### src/rtl/ttua_pkg.sv
// ----------------------------------------------------------------------------
// ttua_pkg
// Shared types and constants for the trigger time unwrap and align block.
// ----------------------------------------------------------------------------
`default_nettype none

package ttua_pkg;

    // Field widths.
    localparam int COUNT_W     = 31;
    localparam int STAMP_W     = 32;
    localparam int SPILL_W     = 16;
    localparam int PERIOD_W    = 32;
    localparam int TICKS_W     = 48;
    localparam int ALIGN_W     = 48;
    localparam int FULL_W      = 64;
    localparam int CFG_INDEX_W = 8;

    // The item carries a fixed set of four digitizer slots.
    localparam int NUM_DIG_MAX = 4;
    localparam int DIG_IDX_W   = 2;

    // Configuration registers, one period per digitizer slot.
    localparam int NUM_CFG_REGS = NUM_DIG_MAX;
    localparam int CFG_SEL_W    = 2;
    localparam logic [PERIOD_W-1:0] PERIOD_RESET = 32'h0800_0000;

    // Defaults of the top level parameters.
    localparam int DEF_NUM_DIGITIZERS = 4;
    localparam int DEF_MAX_WRAP_STEPS = 16;

    // Unwrap arithmetic.
    localparam logic [FULL_W-1:0] WRAP_STEP = 64'h0000_0000_8000_0000;
    localparam logic signed [27:0] TICKS_PER_SEC = 28'sd125000000;
    localparam logic signed [FULL_W-1:0] TOL_POS = 64'sd250000000;
    localparam logic signed [FULL_W-1:0] TOL_NEG = -64'sd250000000;

    typedef logic [NUM_DIG_MAX-1:0][PERIOD_W-1:0] period_arr_t;

    typedef enum logic [3:0] {
        ST_IDLE,
        ST_LOAD,
        ST_MULK,
        ST_ERR,
        ST_SEARCH,
        ST_FULL,
        ST_DIFF,
        ST_SCALE,
        ST_ACCUM,
        ST_ALIGN
    } state_t;

    typedef struct packed {
        logic in_ready;
        logic load;
        logic mulk;
        logic err;
        logic step;
        logic fail;
        logic full;
        logic diff;
        logic scale;
        logic accum;
        logic finish;
    } cmd_t;

    typedef struct packed {
        logic accepted;
        logic mismatch;
        logic out_busy;
    } status_t;

endpackage

`default_nettype wire

### src/rtl/ttua_intf.sv
// ----------------------------------------------------------------------------
// ttua interfaces
// Valid/ready channels for trigger items, result items and register writes.
// ----------------------------------------------------------------------------
`default_nettype none


interface ttua_cfg_if
    import ttua_pkg::*;
();
    logic                   valid;
    logic                   ready;
    logic [CFG_INDEX_W-1:0] index;
    logic [PERIOD_W-1:0]    data;

    modport source (
        output valid, index, data,
        input  ready
    );

    modport sink (
        input  valid, index, data,
        output ready
    );
endinterface

`default_nettype wire

### src/rtl/ttua_period_regs.sv
// ----------------------------------------------------------------------------
// ttua_period_regs
// Per-digitizer clock period registers written through the config channel.
// ----------------------------------------------------------------------------
`default_nettype none

module ttua_period_regs
    import ttua_pkg::*;
(
    input  wire logic  clk,
    input  wire logic  rst_n,
    ttua_cfg_if.sink   cfg,
    output period_arr_t period
);

    period_arr_t period_reg;

    assign cfg.ready = 1'b1;
    assign period    = period_reg;

    always_ff @(posedge clk or negedge rst_n)
    begin
        if (!rst_n)
        begin
            for (int i = 0; i < NUM_DIG_MAX; i++)
            begin
                period_reg[i] <= PERIOD_RESET;
            end
        end
        else if (cfg.valid && cfg.ready && (cfg.index < CFG_INDEX_W'(NUM_CFG_REGS)))
        begin
            // Writes to indexes beyond the register list are dropped.
            period_reg[cfg.index[CFG_SEL_W-1:0]] <= cfg.data;
        end
    end

endmodule

`default_nettype wire

### src/flat_wrapper.sv
// flat-port wrapper written by rule: the top's interface ports become plain ports
module ttua_period_regs_flat import ttua_pkg::*;
  (clk, rst_n, period, cfg_valid, cfg_index, cfg_data, cfg_ready);
  ttua_cfg_if cfg_i ();
  input  wire logic clk;
  input  wire logic rst_n;
  output period_arr_t period;
  input wire logic [$bits(cfg_i.valid)-1:0] cfg_valid;
  input wire logic [$bits(cfg_i.index)-1:0] cfg_index;
  input wire logic [$bits(cfg_i.data)-1:0] cfg_data;
  output wire logic [$bits(cfg_i.ready)-1:0] cfg_ready;
  assign cfg_i.valid = cfg_valid;
  assign cfg_i.index = cfg_index;
  assign cfg_i.data = cfg_data;
  assign cfg_ready = cfg_i.ready;
  ttua_period_regs u_core (.clk(clk), .rst_n(rst_n), .cfg(cfg_i), .period(period));
endmodule
### config.mk
export PLATFORM = sky130hd
export DESIGN_NAME = ttua_period_regs_flat
export DESIGN_NICKNAME = d
export VERILOG_FILES = /design/src/rtl/ttua_pkg.sv /design/src/rtl/ttua_intf.sv /design/src/rtl/ttua_period_regs.sv /design/src/flat_wrapper.sv
export SDC_FILE = /design/constraint.sdc
export NUM_CORES = 1
export LEC_CHECK = 0
export ABC_CLOCK_PERIOD_IN_PS = 850
export BUFFER_PORTS_ARGS = -buffer_cell sky130_fd_sc_hd__buf_2
export CAP_MARGIN = 10
export CORE_AREA = 5 5 105 107
export CTS_CLUSTER_DIAMETER = 200
export CTS_CLUSTER_SIZE = 14
export DETAILED_ROUTE_END_ITERATION = 10
export DIE_AREA = 0 0 110 112
export PLACE_DENSITY_LB_ADDON = 0.15
export SYNTH_ARGS = -nofsm -noshare
export SYNTH_HDL_FRONTEND = slang
export SYNTH_SLANG_ARGS = --single-unit
### constraint.sdc
create_clock -name clk -period 0.85 [get_ports clk]
set_clock_uncertainty 0.05 [all_clocks]
set_input_delay 0.0425 -clock clk [delete_from_list [all_inputs] [get_ports clk]]
set_output_delay 0.0425 -clock clk [all_outputs]
set_load 0.02 [all_outputs]
## Yosys cells after proc, flatten, opt, wreduce, memory -nomap -nowiden

Index checks and enable logic that the tools add are counted.

| word-level totals | value |
|---|---|
| logic and storage cells | 12 |
| input bits | 43 |
| flip-flop bits (word level) | 128 |

| cells by class | value |
|---|---|
| reduce and logical (&&, ||, !) cells | 2 |
| magnitude comparators | 3 |
| muxes and demuxes | 3 |

Operator list:

| operator | number |
|---|---|
| bitwise mux 128 bit | 1 |
| demux 32 bit (select 2 bit) | 1 |
| two-way mux 32 bit | 1 |
| less-than comparator 8 x 3 -> 1 bit (second input constant) | 1 |
| less-than comparator 2 x 3 -> 1 bit (second input constant) | 1 |
| greater-or-equal comparator 2 x 1 -> 1 bit (second input constant) | 1 |
| logical AND 1 bit | 2 |

## Longest topological paths before layout

| logic depth | value |
|---|---|
| word-level depth | 5 |
| mapped depth | 5 |
| gate-level depth less buffers | 3 |

## Worst setup path after synthesis

Ideal clock, no wire load.

| timing path | value |
|---|---|
| kind | input-to-reg |
| start point | input port cfg_index[3] |
| end point | register u_core.period_reg, in the netlist u_core.period[10] |
| arrival time | 1243 ps |
| stages on the path | 5 |
| required time | 675 ps |
| library setup time | 125 ps |
| buffers on the path | 2 |
| slack | -567 ps |
| cell sequence | nor4b_2 -> and4bb_1 -> clkbuf_2 -> buf_4 -> mux2_2 |

| on the way | value |
|---|---|
| longest elaborated chain between the ends | 2 |

Ends and longest elaborated chain:

| element | RTL line | text |
|---|---|---|
| from (decl) | flat_wrapper.sv:9 | `input wire logic [$bits(cfg_i.index)-1:0] cfg_index;` |
| less-than comparator 8 x 3 -> 1 bit | ttua_period_regs.sv:30 | `else if (cfg.valid && cfg.ready && (cfg.index < CFG_INDEX_W'(NUM_CFG_REGS)))` |
| logical AND 1 bit | ttua_period_regs.sv:30 |  |
| to (signal, indexed assignment) | ttua_period_regs.sv:33 | `period_reg[cfg.index[CFG_SEL_W-1:0]] <= cfg.data;` |
| to (decl) | ttua_period_regs.sv:16 | `period_arr_t period_reg;` |

No other way between the ends.
A chain may end at the register's enable or synchronous reset.

## Worst setup path after layout

| timing path | value |
|---|---|
| start point | register u_core.period_reg, in the netlist u_core.period[27] |
| end point | output port period[27] (netlist bit) |

RTL lines:

| element | RTL line | text |
|---|---|---|
| to (decl) | flat_wrapper.sv:7 | `output period_arr_t period;` |

No word-level cell between the ends.

==> flow_summary.yaml <==
cts:
  clk_pin_slew_ps: 60
  cts_max_path_buffers: 2
  clk_latency_ps: 500
  cts_buffers: 17
  cts_root_buffer: "clkbuf_8"
  htree_num_levels: 4
  cts_num_sinks: 128
  cts_tree: "done"
  hold_buffers: 34
sta:
  period_share: 1.48
  post-route-min-period_ps: 1260
  slew_violations: 0
  finalSetupViolCount: 256
  layout_setup_ws_ps: -411
  whs_ps: -125
  finalHoldViolCount: 6
  rsz0062_at_grt: "yes"
  fmax_mhz: 793
critical_path:
  slowest_delay_ps: 550
  crit_type: "reg -> out"
  end_kind: "primary output"
  cp_num_buf_inv: 1
  worst_setup_path_start_kind: "register"
  path_max_fanout: 2
  required_ps: 760
  crit_family: "flip-flops"
  path_cells: "buf_6"
  slowest_stage: "dfstp_2"
  worstPathArrival_ps: 1170
global_route:
  grt_overflow: 0
  grt_util_all_layers: 0.245
  grt_pass1_wl_mm: 22.6
  grt_max_degree: 45
  first_global_vias: 4027
  antenna_found_initial: 1
synth:
  seq_area_frac_synth: 0.670
  yosys.cell_count.top_type: "mux2_2"
  synth.top_cells.by_count: "mux2_2, dfrtp_1, buf_2"
  synthArstFlopShare: 1.00
  syn-instance-count: 277
  synth_edf_count: 0
  synth_top_area_cell: "dfrtp_1"
  yosysTopAreaCellShare: 0.648
  synth-seq-cells: 128
  ys_warn_count: 0
  synth.avg_cell_area_um2: 17.3
  yosysUniqueCellTypes: 13
  syn_nets: 320
  synth.cell_area_um2: 4790
  synth_ff_type: "dfrtp_1"
  ys_top_cells_by_area: "dfrtp_1, mux2_2, dfstp_2"
floorplanning:
  start_util: 0.477
  ioPinCount: 172
  die-area_um2: 12300
  fp.dieH_um: 112
  dieWidth_um: 110
  std_cell_rows: 37
  core-area_um2: 10000
place:
  numPortBuffers: 170
  place_area_um2: 6040
  dp_hpwl_mm: 8.17
  gp_congestion: 0.714
detailed_routing:
  routed.top_layer: "met5"
  viasPerCell: 5.07
  drt_iter0_drc: 126
  dr.pass1.iters: 4
  wl_met3_mm: 1.03
  wl_mm: 15.5
  dr_wl_met2_mm: 8.24
  ant_nets: 0
  drc: 0
  wl_per_cell_um: 22.2
  routedLengthMet1_mm: 5.82
  num_vias: 3543
job:
  drv_cap: 0
power_and_ir_drop:
  p_leak_nw: 4.44
  p_sw_frac: 0.240
  power_density_nw_per_um2: 1780
  intPower_w: 0.0114
  finalPower_w: 0.0150
  pwr-share-seq: 0.443
  power.share.clock: 0.413
  ir_drop_mv: 1.57
  p_comb_frac: 0.144
  p_sw_w: 0.00360
run_status:
  violations: "negative hold slack, negative setup slack"
  outcome: "finished, violations left"
cells_and_area:
  syn_to_final_growth_pct: 76.5
  antenna_cells: 0
  drive_above_1_share: 0.705
  nNetsFinal: 598
  largest_register_ffs: 128
  finish.instance_area_um2: 8450
worst_hold_path:
  hold_path_class: "in -> async"
-- worst paths after layout --
check                             startpoint            endpoint  slack [ps]  cells past startpoint
setup / recovery           u_core.period[27]          period[27]        -410                      1
hold / removal                         rst_n   u_core.period[56]        -120                      2
setup reg to reg            u_core.period[2]    u_core.period[2]        -150                      2
hold reg to reg            u_core.period[86]   u_core.period[86]         480                      1
max in group asynchronous              rst_n  u_core.period[123]         330                      3
min in group clk                cfg_index[0]   u_core.period[41]         180                      4
-- cells by family (layout without fill, tap and decap cells) --
| group | count (synthesis) | in the layout | share of synthesized area |
|---|---|---|---|
| buffers and inverters | 14 | 300 | 0.0167 |
| DFF | 128 | 128 | 0.670 |
| muxes | 128 | 128 | 0.301 |
| other | 1 | 1 | 0.000783 |
| and+or+nand+nor | 6 | 6 | 0.0118 |
-- repair_timing --
action / CTS / global route
gates cloned: 4 / 0
gates resized for setup: 296 / 52
endpoints found under the hold margin: 256 / 6
setup endpoints to repair: 256 / 262
pin swaps: 2 / 2
buffers inserted: 39 / 31
-- through the flow --
stage / std cells / utilization / worst slack, ps / TNS (ps) / hold slack [ps]
6_report: 699 / 0.841 / -411 / -49040 / -125
5_1_grt: 699 / 0.841 / -463 / -56140 / -139
4_1_cts: 688 / 0.818 / -432 / -48260 / 65.9
3_5_place_dp: 584 / 0.601 / -693 / -77780 / -151
3_3_place_gp: 584 / 0.601 / -684 / -76630 / -156
2_1_floorplan: 277 / - / -485 / -54710 / -303
-- final cells by class --
| cell class | instances | area [um^2] |
|---|---|---|
| Clock buffer | 26 | 488 |
| Clock inverter | 1 | 5.00 |
| Fill cell | 454 | 1590 |
| Multi-Input combinational cell | 135 | 1730 |
| Sequential cell | 128 | 3210 |
| Tap cell | 136 | 170 |
| Timing Repair Buffer | 273 | 2850 |
-- power by group through the flow --
| stage | clock network [W] | registers [W] | logic (W) |
|---|---|---|---|
| 2_1_floorplan | 0 | 0.00700 | 0.000322 |
| 3_3_place_gp | 0 | 0.00664 | 0.00136 |
| 3_5_place_dp | 0 | 0.00665 | 0.00139 |
| 4_1_cts | 0.00624 | 0.00662 | 0.00202 |
| 5_1_grt | 0.00662 | 0.00668 | 0.00228 |
| 6_report | 0.00621 | 0.00665 | 0.00216 |
-- cell usage in the layout (no fill, tap or decap), drive strengths merged --
master | synthesis | routed
buf | 13 | 240
mux2 | 128 | 128
dfrtp | 124 | 124
dlygate4sd3 | 0 | 33
clkbuf | 1 | 26
dfstp | 4 | 4
nand4b | 2 | 2
nor4b | 1 | 1
nor3 | 1 | 1
and4bb | 1 | 1
nand4 | 1 | 1
conb | 1 | 1
clkinv | 0 | 1
-- layer usage --
metal	GRT usage	vias up
li1	-	1540
met2	0.424	152
met1	0.284	1814
met4	0.0756	2
met3	0.0794	35
met5	0	-
Power figures use the tool's default switching activity.
