[src/rtl/ttua_pkg.sv]
// ----------------------------------------------------------------------------
// ttua_pkg
// Shared types and constants for the trigger time unwrap and align block.
// ----------------------------------------------------------------------------
`default_nettype none

package ttua_pkg;

    // Field widths.
    localparam int COUNT_W     = 31;
    localparam int STAMP_W     = 32;
    localparam int SPILL_W     = 16;
    localparam int PERIOD_W    = 32;
    localparam int TICKS_W     = 48;
    localparam int ALIGN_W     = 48;
    localparam int FULL_W      = 64;
    localparam int CFG_INDEX_W = 8;

    // The item carries a fixed set of four digitizer slots.
    localparam int NUM_DIG_MAX = 4;
    localparam int DIG_IDX_W   = 2;

    // Configuration registers, one period per digitizer slot.
    localparam int NUM_CFG_REGS = NUM_DIG_MAX;
    localparam int CFG_SEL_W    = 2;
    localparam logic [PERIOD_W-1:0] PERIOD_RESET = 32'h0800_0000;

    // Defaults of the top level parameters.
    localparam int DEF_NUM_DIGITIZERS = 4;
    localparam int DEF_MAX_WRAP_STEPS = 16;

    // Unwrap arithmetic.
    localparam logic [FULL_W-1:0] WRAP_STEP = 64'h0000_0000_8000_0000;
    localparam logic signed [27:0] TICKS_PER_SEC = 28'sd125000000;
    localparam logic signed [FULL_W-1:0] TOL_POS = 64'sd250000000;
    localparam logic signed [FULL_W-1:0] TOL_NEG = -64'sd250000000;

    typedef logic [NUM_DIG_MAX-1:0][PERIOD_W-1:0] period_arr_t;

    typedef enum logic [3:0] {
        ST_IDLE,
        ST_LOAD,
        ST_MULK,
        ST_ERR,
        ST_SEARCH,
        ST_FULL,
        ST_DIFF,
        ST_SCALE,
        ST_ACCUM,
        ST_ALIGN
    } state_t;

    typedef struct packed {
        logic in_ready;
        logic load;
        logic mulk;
        logic err;
        logic step;
        logic fail;
        logic full;
        logic diff;
        logic scale;
        logic accum;
        logic finish;
    } cmd_t;

    typedef struct packed {
        logic accepted;
        logic mismatch;
        logic out_busy;
    } status_t;

endpackage

`default_nettype wire

[src/rtl/ttua_ctrl.sv]
// ----------------------------------------------------------------------------
// ttua_ctrl
// Sequencer that walks each digitizer through unwrap, spill and scaling steps.
// ----------------------------------------------------------------------------
`default_nettype none

module ttua_ctrl
    import ttua_pkg::*;
#(
    parameter int NUM_DIGITIZERS = DEF_NUM_DIGITIZERS,
    parameter int MAX_WRAP_STEPS = DEF_MAX_WRAP_STEPS,
    localparam int DIG_W  = $clog2(NUM_DIGITIZERS),
    localparam int STEP_W = $clog2(MAX_WRAP_STEPS + 1)
)
(
    input  wire logic        clk,
    input  wire logic        rst_n,
    input  wire status_t     status,
    output cmd_t             cmd,
    output logic [DIG_W-1:0] dig
);

    state_t            state_reg;
    state_t            state_next;
    logic [DIG_W-1:0]  dig_reg;
    logic [STEP_W-1:0] step_reg;
    logic              last_dig;
    logic              step_limit;

    assign dig        = dig_reg;
    assign last_dig   = (dig_reg == DIG_W'(NUM_DIGITIZERS - 1));
    assign step_limit = (step_reg == STEP_W'(MAX_WRAP_STEPS));

    always_comb
    begin
        state_next = state_reg;
        case (state_reg)
            ST_IDLE:   if (status.accepted) state_next = ST_LOAD;
            ST_LOAD:   state_next = ST_MULK;
            ST_MULK:   state_next = ST_ERR;
            ST_ERR:    state_next = ST_SEARCH;
            ST_SEARCH:
            begin
                if (!status.mismatch || step_limit)
                begin
                    state_next = ST_FULL;
                end
            end
            ST_FULL:   state_next = ST_DIFF;
            ST_DIFF:   state_next = ST_SCALE;
            ST_SCALE:  state_next = ST_ACCUM;
            ST_ACCUM:  state_next = last_dig ? ST_ALIGN : ST_LOAD;
            ST_ALIGN:  if (!status.out_busy) state_next = ST_IDLE;
            default:   state_next = ST_IDLE;
        endcase
    end

    always_comb
    begin
        cmd = '0;
        case (state_reg)
            ST_IDLE:   cmd.in_ready = 1'b1;
            ST_LOAD:   cmd.load     = 1'b1;
            ST_MULK:   cmd.mulk     = 1'b1;
            ST_ERR:    cmd.err      = 1'b1;
            ST_SEARCH:
            begin
                // Out of steps with the counts still disagreeing flags the digitizer.
                cmd.step = status.mismatch && !step_limit;
                cmd.fail = status.mismatch && step_limit;
            end
            ST_FULL:   cmd.full   = 1'b1;
            ST_DIFF:   cmd.diff   = 1'b1;
            ST_SCALE:  cmd.scale  = 1'b1;
            ST_ACCUM:  cmd.accum  = 1'b1;
            ST_ALIGN:  cmd.finish = !status.out_busy;
            default:   cmd = '0;
        endcase
    end

    always_ff @(posedge clk or negedge rst_n)
    begin
        if (!rst_n)
        begin
            state_reg <= ST_IDLE;
            dig_reg   <= '0;
            step_reg  <= '0;
        end
        else
        begin
            state_reg <= state_next;
            if (status.accepted)
            begin
                dig_reg <= '0;
            end
            else if (state_reg == ST_ACCUM && !last_dig)
            begin
                dig_reg <= dig_reg + DIG_W'(1);
            end
            if (state_reg == ST_LOAD)
            begin
                step_reg <= '0;
            end
            else if (cmd.step)
            begin
                step_reg <= step_reg + STEP_W'(1);
            end
        end
    end

endmodule

`default_nettype wire

[config.mk]
export PLATFORM = sky130hd
export DESIGN_NAME = ttua_ctrl
export DESIGN_NICKNAME = d
export VERILOG_FILES = /design/src/rtl/ttua_pkg.sv /design/src/rtl/ttua_ctrl.sv
export SDC_FILE = /design/constraint.sdc
export NUM_CORES = 1
export LEC_CHECK = 0
export ABC_AREA = 1
export CAP_MARGIN = 20
export CORE_UTILIZATION = 25
export DETAILED_ROUTE_END_ITERATION = 6
export DONT_BUFFER_PORTS = 1
export PLACE_DENSITY_LB_ADDON = 0.3
export SKIP_CTS_REPAIR_TIMING = 1
export SLEW_MARGIN = 40
export SYNTH_ARGS = -nofsm -noshare
export SYNTH_HDL_FRONTEND = slang
export SYNTH_SLANG_ARGS = --single-unit
[constraint.sdc]
create_clock -name clk -period 1.1 [get_ports clk]
set_input_delay 0.22 -clock clk [delete_from_list [all_inputs] [get_ports clk]]
set_output_delay 0.22 -clock clk [all_outputs]
set_load 0.01 [all_outputs]
# [Word-level counts from Yosys, hierarchy flattened]
# Cells that the tools add are included.
[op_classes] div_mod_pow=0 addsub=2 bitwise=0 muxes=19 magnitude_cmp=0 eq_ne=14 n_reduce_logical=12 shift=0 mul=0
[op_table] operator="$pmux W4 S10" count=1
[op_table] operator="$eq A4 B3 Y1 const B" count=4
[op_table] operator="$mux W4" count=4
[op_table] operator="$mux W5" count=2
[op_table] operator="$mux W1" count=9
[op_table] operator="$eq A4 B2 Y1 const B" count=2
[op_table] operator="$eq A4 B4 Y1 const B" count=2
[op_table] operator="$mux W2" count=3
[op_table] operator="$ne A2 B2 Y1 const B" count=3
[op_table] operator="$add A5 B1 Y5 const B" count=1
[op_table] operator="$eq A5 B5 Y1 const B" count=1
[op_table] operator="$eq A4 B1 Y1 const B" count=1
[op_table] operator="$logic_not A1 Y1" count=4
[op_table] operator="$logic_not A4 Y1" count=1
[op_table] operator="$reduce_bool A2 Y1" count=2
[op_table] operator="$logic_and A1 B1 Y1" count=3
[op_table] operator="$reduce_and A3 Y1" count=1
[op_table] operator="$add A2 B1 Y2 const B" count=1
[op_table] operator="$eq A2 B2 Y1 const B" count=1
[op_table] operator="$logic_or A1 B1 Y1" count=1
[word_totals] mem_bits_ro=0 word_cells=50 inputBits=5 reg_bits=11 n_memories=0 latch_bits=0 out_inout_bits=13 ram_bits=0

# [Depth between registers and ports, before layout]
[logic_depth] ltp_word=6 depth_mapped=7 depth_no_buf=7

# [Worst setup path before layout]
# No wires, ideal clock.
[synth_timing] path_type="register to output" start="register step_reg[0]" end="output port cmd[5] (netlist name)" arrival_time_ns=1.025 stages_incl_launch_ff=5 slack_ns=-0.145 path_cell_list="dfrtp_1 inv_1 ha_1 nand3_2 nor3_1"
[synth_lines] item="start: declaration" line="ttua_ctrl.sv:26" rtl="logic [STEP_W-1:0] step_reg;"
[synth_lines] item="start signal: assignment" line="ttua_ctrl.sv:106" rtl="step_reg <= step_reg + STEP_W'(1);"
[synth_lines] item="end: declaration" line="ttua_ctrl.sv:19" rtl="output cmd_t cmd,"

==> summary.md <==
| Metric | Value |
|---|---|
| Hold EP | state_reg[0] |
| Via density | 4.659 |
| Switch Pwr | 1.235 mW |
| Sequential power share | 24.5% |
| CTS buffer count | 3 |
| Routed Antenna Nets | 0 |
| PD cells | 2174 nW/µm² |
| Internal | 1.466 mW |
| Io pins | 18 |
| Syn Inst Count | 102 |
| Buf/Inv on CP | 3 |
| WHS | 167.9 ps |
| WP data required | 880 ps |
| Core ar. | 2805 µm² |
| Worst Min Path Start | status[0] |
| Fin nets | 145 |
| DR DRC count | 2 |
| Max-slew violations | 0 |
| Starting density of the core | 27.07% |
| Min cycle time layout | 1473 ps |
| Max-cap violations | 0 |
| Final Non-Filler Cells | 167 |
| Slowest Stage Delay on Critical Path | 420 ps |
| Leakage Power | 0.6056 nW |
| Ys flop type | dfrtp_1 |
| Async SR Flop Fraction | 100.0% |
| Die X | 57.12 µm |
| Dominant cell type by area after synthesis | dfrtp_1 |
| Synthesized area | 759.5 µm² |
| Crit Path Max Fanout | 3 |
| Drt pass-1 iters | 6 |
| Reg2reg setup slack | -210 ps |
| 1st-iter DRT viols | 14 |
| Capture point of the worst reg-to-reg path | step_reg[4] |
| CP startpoint kind | register |
| Hold Path Class | input pin to register |
| Worst-Margin Slew | 518.0 ps |
| Switch share | 45.73% |
| Final setup margin | -373.2 ps |
| # rows | 19 |
| CTS tree | done |
| GPL Wtd Cong | 0.7856 |
| Violated checks | design-rule violations, negative setup slack |
| Placed Instances | 153 |
| Worst path slowest cell | dfrtp_1 |
| Synth-to-Final Area Change | 63.59% |
| Die height | 57.12 µm |
| Later-pin clock latency in the skew report | 270 ps |
| R2R cell count | 7 |
| Max reg flops | 5 |
| Worst Skew | 5.663 ps |
| Clock H-tree levels | 1 |
| Final setup fails | 21 |
| Syn Nets | 110 |
| CP Cell Sequence | inv_2 > buf_4 > nor4_4 > buf_4 |
| Die area | 3262 µm² |
| Total track usage | 12.95% |
| Gr ovfl total | 0 |
| Port buffer count | 0 |
| Hold Violations, Final | 0 |
| Post-synth EDFFs | 0 |
| Pin count of the biggest net entering global routing | 12 |
| Drt wl/cell | 11.87 µm |
| Antenna diodes | 0 |
| Worst Hold Depth | 2 |
| Crit end category | primary output |
| Dpl hpwl | 1499 µm |
| Initial antenna violation count | 0 |
| Reg clk slew, reported paths | 70 ps |
| Final WL | 1983 µm |
| Synth top area cells | dfrtp_1 36%, nand2_1 13%, nand3_1 7.2% |
| Mean Syn Cell Area | 7.446 µm² |
| FMAX | 678.8 MHz |
| Clock buffer depth | 2 |
| Root buffer cell | clkbuf_4 |
| Clk pwr share | 10.2% |
| RR Startpoint | state_reg[3] |
| Status | finished with violations |
| Post-synthesis register bit count | 11 |
| Sequential area share after synthesis | 36.24% |
| Vias | 778 |
| Pre-CTS setup slack | -103.8 ps |
| Share of the synthesized area in the top cell type | 36.24% |
| Tcrit/Tclk final | 133.9% |
| Vias in the first global route | 754 |
| CP dominant cell by count | buf_4 |
| CP arrival | 1250 ps |
| Share of cells above drive strength 1 | 54.41% |
| Crit path max-delay family | flip-flops |
| First-pass GRT wire length | 3201 µm |
| Synth cell types | 21 |
| Count leader, synth | nand2_1 |
| Final core occ | 44.29% |
| Slew headroom | 65.35% |
| Yosys warns | 0 |
| Kind of critical path | register to primary output |
| VDD IR-drop max | 1009 µV |
| Top post-synthesis cells by count | 26 x nand2_1, 12 x inv_1, 11 x dfrtp_1, 11 x nand3_1, 7 x nor2_1 |
| Clk sink count | 11 |
| Logic pwr share | 65.4% |
| Unrepaired setup endpoints after global routing | yes |
final cells by class:
class | instances | area (µm²)
Sequential cell | 11 | 277.8
Multi-Input combinational cell | 72 | 568.0
Fill cell | 278 | 1563
Clock buffer | 4 | 26.28
Inverter | 18 | 77.57
Timing Repair Buffer | 31 | 254.0
Tap cell | 31 | 38.79
per-layer routing:
layer / part of all wire [%] / track usage [%] / vias up
li1: - / - / 392
met3: 4.4 / 2.721 / 5
met5: 0 / 0 / -
met2: 49 / 21.01 / 16
met4: 2.6 / 8.014 / 0
met1: 44 / 15.72 / 365
how the worst max path moves through the flow:
stage / from / endpoint / slack, ps / depth (start not counted)
floorplan: step_reg[0] / cmd[5] / -40 / 4
global placement: step_reg[0] / step_reg[1] / -90 / 7
detailed placement: step_reg[0] / step_reg[1] / -100 / 7
CTS: state_reg[1] / cmd[0] / -400 / 4
global route: state_reg[1] / cmd[0] / -430 / 4
finish: state_reg[3] / cmd[0] / -370 / 4
cell families after synthesis:
group | synth area share [%]
compound gates | 2.801
fa+ha+maj | 4.943
simple gates | 45.47
buf+inv | 10.54
flops | 36.24
stage by stage:
stage / setup TNS [ps] / cell area (µm²) / total power [mW]
final: -4669 / 1242 / 2.701
after global routing: -5926 / 1242 / 2.900
after CTS: -4485 / 1011 / 2.216
after detailed placement: -983.7 / 984.7 / 1.921
after global placement: -769.1 / 984.7 / 1.908
after floorplan: -158.3 / 799.5 / 1.412
layout by cell type (no fill, tap or decap), types with 2 or more instances in the layout:
| master | n |
|---|---|
| buf_4 | 26 |
| nand2_1 | 21 |
| inv_1 | 10 |
| dfrtp_1 | 9 |
| nor2_4 | 6 |
| inv_2 | 5 |
| nand3_2 | 5 |
| nand4_1 | 5 |
| nand3_1 | 5 |
| nor2_1 | 4 |
| nand2_4 | 4 |
| nand2_2 | 4 |
| nand3_4 | 3 |
| clkbuf_4 | 3 |
| buf_6 | 3 |
| nor3_1 | 2 |
| inv_4 | 2 |
| nor3_4 | 2 |
| nor2_2 | 2 |
| dfrtp_2 | 2 |
power groups by stage:
stage | registers [mW] | logic, mW | clock network (mW)
after CTS | 0.646 | 1.28 | 0.287
after detailed placement | 0.648 | 1.27 | 0
after global placement | 0.642 | 1.27 | 0
after global routing | 0.679 | 1.92 | 0.302
final | 0.661 | 1.77 | 0.275
after floorplan | 0.658 | 0.754 | 0
Note: power is estimated with default switching activity, not from simulation.
